### config.mk
export PLATFORM = sky130hd
export DESIGN_NAME = slot_pool_allocator_unit
export DESIGN_NICKNAME = d
export VERILOG_FILES = /design/src/spa_pkg.sv /design/src/spa_ram.sv /design/src/slot_pool_allocator_unit.sv
export SDC_FILE = /design/constraint.sdc
export NUM_CORES = 2
export LEC_CHECK = 0
export BUFFER_PORTS_ARGS = -buffer_cell sky130_fd_sc_hd__buf_2
export CAP_MARGIN = 20
export CORE_UTILIZATION = 30
export DETAILED_ROUTE_END_ITERATION = 10
export GPL_TIMING_DRIVEN = 0
export PLACE_DENSITY_LB_ADDON = 0.08
export SYNTH_ARGS = -nofsm -noshare
export SYNTH_HDL_FRONTEND = slang
export SYNTH_SLANG_ARGS = --single-unit
### constraint.sdc
create_clock -name clk_i -period 21.1 [get_ports clk_i]
set_clock_uncertainty 0.2 [all_clocks]
set_input_delay 2.11 -clock clk_i [delete_from_list [all_inputs] [get_ports clk_i]]
set_output_delay 2.11 -clock clk_i [all_outputs]
set_load 0.05 [all_outputs]
### src/spa_pkg.sv
// Package for the slot pool allocator: request codes, status codes and result layout.
// No dependencies; used by the top level and its checker.
package spa_pkg;

  localparam int unsigned SlotW   = 8;
  localparam int unsigned OpW     = 2;
  localparam int unsigned StatW   = 2;
  localparam int unsigned CountW  = 9;
  localparam int unsigned InDataW = 8;
  localparam int unsigned OutW    = 32;

  typedef enum logic [OpW-1:0] {
    OP_RESERVE = 2'd0,
    OP_RELEASE = 2'd1,
    OP_LOOKUP  = 2'd2,
    OP_UNUSED  = 2'd3
  } op_e;

  typedef enum logic [StatW-1:0] {
    STAT_DONE    = 2'd0,
    STAT_FULL    = 2'd1,
    STAT_RANGE   = 2'd2,
    STAT_IGNORED = 2'd3
  } status_e;

  // Result layout, lowest field last.
  typedef struct packed {
    logic [CountW-1:0] peak_count;
    logic [CountW-1:0] live_count;
    logic              is_allocated;
    status_e           status;
    logic [SlotW-1:0]  granted_slot;
  } result_t;

  localparam int unsigned ResultW = $bits(result_t);

endpackage

### src/spa_ram.sv
// Generic simple dual-port RAM: one write port, one read port with registered data.
// No dependencies.
module spa_ram #(
  parameter int unsigned Width = 8,
  parameter int unsigned Depth = 256
) (
  input  logic                     clk_i,
  input  logic                     we_i,
  input  logic [$clog2(Depth)-1:0] waddr_i,
  input  logic [Width-1:0]         wdata_i,
  input  logic                     re_i,
  input  logic [$clog2(Depth)-1:0] raddr_i,
  output logic [Width-1:0]         rdata_o
);

  logic [Width-1:0] mem_q [Depth];
  logic [Width-1:0] rdata_q;

  always_ff @(posedge clk_i) begin
    if (we_i) begin
      mem_q[waddr_i] <= wdata_i;
    end
    if (re_i) begin
      rdata_q <= mem_q[raddr_i];
    end
  end

  assign rdata_o = rdata_q;

endmodule

### src/slot_pool_allocator_unit.sv
// Slot pool allocator: free-stack slot allocator with an allocated-slot bitmap in RAM.
// S_IDLE accepts a request and issues the stack and bitmap RAM reads; S_EXEC decides,
// writes back and registers the result (m_axis_tvalid). S_EXEC must end before the
// next request is taken (RAM read-modify-write), so a stalled result holds it back.
// Reset: asynchronous, active low; afterwards a clearing pass zeroes every bitmap entry
// and no request is accepted until it ends. Depends on spa_pkg, spa_ram.
module slot_pool_allocator_unit #(
  parameter int unsigned CAPACITY = 256
) (
  input  logic                       clk_i,
  input  logic                       rst_ni,
  // request channel
  input  logic                       s_axis_tvalid,
  output logic                       s_axis_tready,
  input  logic [spa_pkg::InDataW-1:0] s_axis_tdata, // [7:0] slot_index
  input  logic [spa_pkg::OpW-1:0]    s_axis_tuser,  // [1:0] operation
  // result channel
  output logic                       m_axis_tvalid,
  input  logic                       m_axis_tready,
  // [7:0] granted_slot, [9:8] status, [10] is_allocated,
  // [19:11] live_count, [28:20] peak_count, [31:29] zero
  output logic [spa_pkg::OutW-1:0]   m_axis_tdata
);

  import spa_pkg::*;

  localparam int unsigned IdxW = $clog2(CAPACITY);
  localparam int unsigned CntW = $clog2(CAPACITY + 1);
  localparam logic [CntW-1:0] CapVal  = CntW'(CAPACITY);
  localparam logic [IdxW-1:0] LastIdx = IdxW'(CAPACITY - 1);

  // sequencer states
  localparam logic [1:0] S_CLEAR = 2'd0; // bitmap clearing pass after reset
  localparam logic [1:0] S_IDLE  = 2'd1; // ready for a request, RAM reads issued on accept
  localparam logic [1:0] S_EXEC  = 2'd2; // RAM data back: decide, write back, load result

  logic [1:0]      state_q, state_d;
  logic [IdxW-1:0] clr_q, clr_d;

  // allocator state kept in registers
  logic [CntW-1:0] free_depth_q, free_depth_d;
  logic [CntW-1:0] live_q, live_d;
  logic [CntW-1:0] peak_q, peak_d;

  // captured request
  op_e              op_q;
  logic [SlotW-1:0] idx_q;

  // result register
  logic    out_valid_q, out_valid_d;
  result_t out_q, out_d;

  logic accept, fire;

  // RAM ports
  logic            map_we, map_wdata, map_rdata;
  logic [IdxW-1:0] map_waddr;
  logic            stk_we;
  logic [IdxW-1:0] stk_waddr;
  logic [SlotW-1:0] stk_rdata;

  assign s_axis_tready = (state_q == S_IDLE);
  assign accept        = s_axis_tvalid && s_axis_tready;
  // the result register is free, or is being drained this cycle
  assign fire          = (state_q == S_EXEC) && (!out_valid_q || m_axis_tready);

  // Allocated bitmap: read at the request's slot, written on reserve/release
  // and by the clearing pass.
  spa_ram #(
    .Width (1),
    .Depth (CAPACITY)
  ) u_map_ram (
    .clk_i   (clk_i),
    .we_i    (map_we),
    .waddr_i (map_waddr),
    .wdata_i (map_wdata),
    .re_i    (accept),
    .raddr_i (IdxW'(s_axis_tdata)),
    .rdata_o (map_rdata)
  );

  // Free stack: top entry is read on every accept, release pushes at the depth.
  // Entries at or above the depth are never consumed.
  spa_ram #(
    .Width (SlotW),
    .Depth (CAPACITY)
  ) u_stack_ram (
    .clk_i   (clk_i),
    .we_i    (stk_we),
    .waddr_i (stk_waddr),
    .wdata_i (idx_q),
    .re_i    (accept),
    .raddr_i (IdxW'(free_depth_q - 1'b1)),
    .rdata_o (stk_rdata)
  );

  always_comb begin
    logic            in_range;
    logic [IdxW-1:0] slot;

    state_d      = state_q;
    clr_d        = clr_q;
    free_depth_d = free_depth_q;
    live_d       = live_q;
    peak_d       = peak_q;
    out_valid_d  = out_valid_q && !m_axis_tready;
    out_d        = out_q;

    map_we    = 1'b0;
    map_waddr = clr_q;
    map_wdata = 1'b0;
    stk_we    = 1'b0;
    stk_waddr = IdxW'(free_depth_q);

    in_range = (32'(idx_q) < CAPACITY);
    slot     = IdxW'(idx_q);

    unique case (state_q)
      S_CLEAR: begin
        map_we = 1'b1;
        clr_d  = clr_q + 1'b1;
        if (clr_q == LastIdx) begin
          state_d = S_IDLE;
        end
      end
      S_IDLE: begin
        if (accept) begin
          state_d = S_EXEC;
        end
      end
      S_EXEC: begin
        if (fire) begin
          state_d            = S_IDLE;
          out_valid_d        = 1'b1;
          out_d.granted_slot = idx_q;
          out_d.status       = STAT_DONE;
          out_d.is_allocated = 1'b0;

          case (op_q)
            OP_RESERVE: begin
              if (live_q >= CapVal) begin
                out_d.status       = STAT_FULL;
                out_d.granted_slot = '0;
              end else begin
                // recycle the most recently freed slot, else the next fresh one
                if (free_depth_q != '0) begin
                  slot         = IdxW'(stk_rdata);
                  free_depth_d = free_depth_q - 1'b1;
                end else begin
                  slot = IdxW'(live_q);
                end
                map_we             = 1'b1;
                map_waddr          = slot;
                map_wdata          = 1'b1;
                live_d             = live_q + 1'b1;
                out_d.granted_slot = SlotW'(slot);
                out_d.is_allocated = 1'b1;
              end
            end
            OP_RELEASE: begin
              if (live_q == '0) begin
                out_d.status       = STAT_IGNORED;
                out_d.is_allocated = in_range && map_rdata;
              end else if (!in_range) begin
                out_d.status = STAT_RANGE;
              end else if (!map_rdata) begin
                out_d.status = STAT_IGNORED;
              end else begin
                // push is dropped on a full stack, the mark is still cleared
                if (free_depth_q < CapVal) begin
                  stk_we       = 1'b1;
                  free_depth_d = free_depth_q + 1'b1;
                end
                map_we    = 1'b1;
                map_waddr = slot;
                map_wdata = 1'b0;
                live_d    = live_q - 1'b1;
              end
            end
            OP_LOOKUP: begin
              if (!in_range) begin
                out_d.status = STAT_RANGE;
              end else begin
                out_d.is_allocated = map_rdata;
              end
            end
            default: ; // unused code: echo only
          endcase

          if (live_d > peak_q) begin
            peak_d = live_d;
          end
          out_d.live_count = CountW'(live_d);
          out_d.peak_count = CountW'(peak_d);
        end
      end
      default: begin
        state_d = S_IDLE;
      end
    endcase
  end

  always_ff @(posedge clk_i or negedge rst_ni) begin
    if (!rst_ni) begin
      state_q      <= S_CLEAR;
      clr_q        <= '0;
      free_depth_q <= '0;
      live_q       <= '0;
      peak_q       <= '0;
      out_valid_q  <= 1'b0;
    end else begin
      state_q      <= state_d;
      clr_q        <= clr_d;
      free_depth_q <= free_depth_d;
      live_q       <= live_d;
      peak_q       <= peak_d;
      out_valid_q  <= out_valid_d;
    end
  end

  always_ff @(posedge clk_i) begin
    out_q <= out_d;
    if (accept) begin
      op_q  <= op_e'(s_axis_tuser);
      idx_q <= s_axis_tdata;
    end
  end

  assign m_axis_tvalid = out_valid_q;
  assign m_axis_tdata  = {(OutW - ResultW)'(0), out_q};

endmodule

==> results.py <==
metrics = {
    "synth": {
        "synth.area.top_cells": "edfxtp_1 (75%), mux4_2 (14%), a22oi_1 (2.2%)",
        "async_flop_share_pct": 1.590,
        "yosysWarnings": 0,
        "syn_area_per_cell_um2": 19.98,
        "synth-seq-cells": 2390,
        "synthFlopType": "edfxtp_1",
        "synthDominantCellAreaShare_pct": 75.31,
        "syn-cell-area_um2": 93780,
        "netlist_instances": 4693,
        "ys_types": 68,
        "yosysSeqAreaShare_pct": 76.33,
        "synth_edf_count": 2352,
        "yosysTopAreaCell": "edfxtp_1",
    },
    "placement": {
        "placed_area_um2": 102700,
        "numPlacedInstances": 9004,
        "port_buffers": 44,
        "dp_hpwl_um": 203100,
        "place.gp.congestion": 0.7979,
        "pre_cts_ws_ns": 10.88,
    },
    "floorplan": {
        "die_y_um": 561.1,
        "initial_core_util_pct": 30.26,
        "dieArea_um2": 314800,
        "boundaryPins": 48,
        "chipWidth_um": 561.1,
        "num_rows": 204,
        "core_um2": 309900,
    },
    "cells_and_area": {
        "fin_util_pct": 36.00,
        "final_cell_mix": "edfxtp_1 (2,352), mux4_2 (576), nor2_1 (542)",
        "instances_no_fill": 9517,
        "final_common_cell": "edfxtp_1",
        "drive_above_1_share_pct": 24.11,
        "nets": 5208,
        "syn2layout_area_growth_pct": 18.97,
        "final_cell_area_um2": 111600,
    },
    "route": {
        "drt_iter0_markers": 4373,
        "vias": 47980,
        "drt_pre_antenna_iters": 5,
        "wl_per_cell_um": 30.81,
        "viasPerCell": 5.042,
        "routed_wl_um": 293200,
        "drtAntennaViolNets": 0,
        "route.detailed.drc": 0,
    },
    "critical_path": {
        "worst_ep_arrival_time_ns": 10.38,
        "worst_ep_required_time_ns": 21.36,
        "path_cells": "clkbuf_1 > buf_2 > buf_2 > buf_2 > buf_2 > inv_1 > ha_1 > clkbuf_1 > clkbuf_1 > clkbuf_1 > clkbuf_1 > mux4_2 > a22oi_1 > a21oi_1 > nor4_1 > o221ai_1",
        "crit_path_start_kind": "flip-flop",
        "critical_path.max_fanout": 10,
        "reg2reg_depth": 16,
        "path_class": "flip-flop to flip-flop",
        "endpoint_kind": "flip-flop",
        "slowest_stage": "nor4_1",
        "cpMostUsedCell": "clkbuf_1",
        "crit_path_max_incr_delay_ns": 1.25,
    },
    "sta": {
        "setup_viol_count_final": 0,
        "fin_tns_setup_ns": 0,
        "drv_slew": 0,
        "hold_viol": 0,
        "setup_ws_ns": 10.98,
        "max_slew_margin_pct": 1.029,
        "final.min_clock_period_ns": 10.12,
        "finalCritPeriodShare_pct": 47.96,
        "hold_ws_ns": 0.3049,
        "worst_pin_slew_ns": 1.471,
        "rsz0062_at_grt": "no",
        "max_freq_mhz": 98.82,
    },
    "grt": {
        "grt_max_degree": 49,
        "antenna_found_initial": 15,
        "grt-ovfl-total": 0,
        "grt_first_pass_wirelength_um": 406300,
        "grt_pass1_vias": 49330,
        "grt_usage_pct": 18.44,
    },
    "run_status": {
        "violations": "max-capacitance violations",
        "status": "finished, violations left",
    },
    "worst_hold_path": {
        "min_path_cells": 1,
        "min_path_type": "flip-flop to flip-flop",
    },
    "clocking": {
        "clkTransAtPathRegs_ns": 0.06,
        "cts_buffers": 280,
        "cts_root_buffer": "clkbuf_16",
        "clk_path_buf_depth": 4,
        "cts_tree": "done",
        "postCtsSetupRepairBufs": 0,
        "cts_resized": 0,
        "cts_max_level": 5,
        "clk_latency_ns": 0.90,
        "hold_buffers": 0,
        "cts.sinks": 2390,
    },
    "power": {
        "power.total_mw": 16.37,
        "p_sw_share_pct": 37.34,
        "total_leakage_power_nw": 34.16,
        "p_int_mw": 10.26,
        "power_density_nw_per_um2": 146.7,
        "ir_worst_vdd_mv": 0.1085,
        "seqPwrFrac_pct": 33.6,
        "pwr-share-comb_pct": 37.8,
        "netSwitchingPower_mw": 6.111,
        "pwr-share-clk_pct": 28.6,
    },
    "run": {
        "cap_viol_max_count": 1,
    },
}
## routing by layer
metal / share of wire (%) / vias to the layer above / global-route usage (%)
met5: 0 / - / 0
met4: 2.2 / 0 / 4.205
met3: 4.6 / 350 / 2.561
met2: 47 / 1217 / 29.59
met1: 46 / 26060 / 26.53
li1: - / 20360 / -
## critical path, delay by kind of cell, from the launching register on
kind | cells | cell delay (ns)
AOI/OAI and AO/OA | 3 | 1.08
and+or+nand+nor | 1 | 1.25
DFF | 1 | 0.39
muxes | 1 | 0.43
adders and majority gates | 1 | 0.33
buffers and inverters | 10 | 5.95
## area by class of cell
class                   instances  area, um2
fillers                     28790     198300
flip-flops and latches       2390      71580
multi-input cells            1988      20880
clock buffers                 356       7376
well taps                    4120       5155
repair buffers                200       3914
plain buffers                 298       1303
clock inverters               140       1276
inverters                      19      71.32
diodes                          6      15.01
## synth_stat cells, types with 8 or more instances
cell	n
clkbuf_1	183
a22oi_1	281
mux2_2	14
edfxtp_1	2352
buf_2	76
nor4_1	22
and2_1	16
o221ai_1	8
mux4_2	576
or4_1	19
a22o_1	10
a21oi_1	164
nand4_1	8
xnor2_1	16
ha_1	17
dfrtp_1	38
inv_1	19
nand2_1	89
o21ai_0	26
xor2_1	18
nor2_1	543
nand3_1	20
nor3_1	20
buf_1	27
a21o_1	11
a221oi_1	10
nor2b_1	10
## registers in the layout, indices dropped and copies added, names as in the netlist, 8 cells and up
name	cells
m_axis_tdata	29
free_depth_q	9
idx_q	8
live_q	9
u_stack_ram.rdata_o	8
u_stack_ram.mem_q	2048
peak_q	9
clr_q	8
u_map_ram.mem_q	256
## power groups by stage
stage	Combinational (mW)	Sequential [mW]	Clock, mW
floorplan	3.02	5.77	0
global placement	5.65	5.97	0
detailed placement	6.21	5.60	0
CTS	6.23	5.50	4.79
global route	6.46	5.51	4.95
finish	6.19	5.50	4.68
## logic make-up (layout without fill, tap and decap cells)
kind of cell | count (synthesis) | in the layout | synth area share, %
buffers and inverters | 317 | 1013 | 1.440
muxes | 591 | 591 | 14.01
adders and majority gates | 17 | 17 | 0.2268
other | 1 | 9 | 0.003999
xor gates and xnor gates | 34 | 34 | 0.3175
AOI/OAI and AO/OA | 554 | 554 | 4.028
and+or+nand+nor | 789 | 789 | 3.644
DFF | 2390 | 2390 | 76.33
## path summary, 6_finish.rpt
kind,start,endpoint,slack [ns]
max,free_depth_q[0]$_DFFE_PN0P_,u_stack_ram.rdata_o[5]$_DFFE_PP_,10.98
min,peak_q[8]$_DFFE_PN0P_,peak_q[8]$_DFFE_PN0P_,0.30
max reg2reg,free_depth_q[0]$_DFFE_PN0P_,u_stack_ram.rdata_o[5]$_DFFE_PP_,10.98
min reg2reg,peak_q[8]$_DFFE_PN0P_,peak_q[8]$_DFFE_PN0P_,0.30
max in group asynchronous,rst_ni,free_depth_q[7]$_DFFE_PN0P_,19.28
min in group asynchronous,rst_ni,peak_q[5]$_DFFE_PN0P_,0.91
Power figures use the tool's default switching activity.
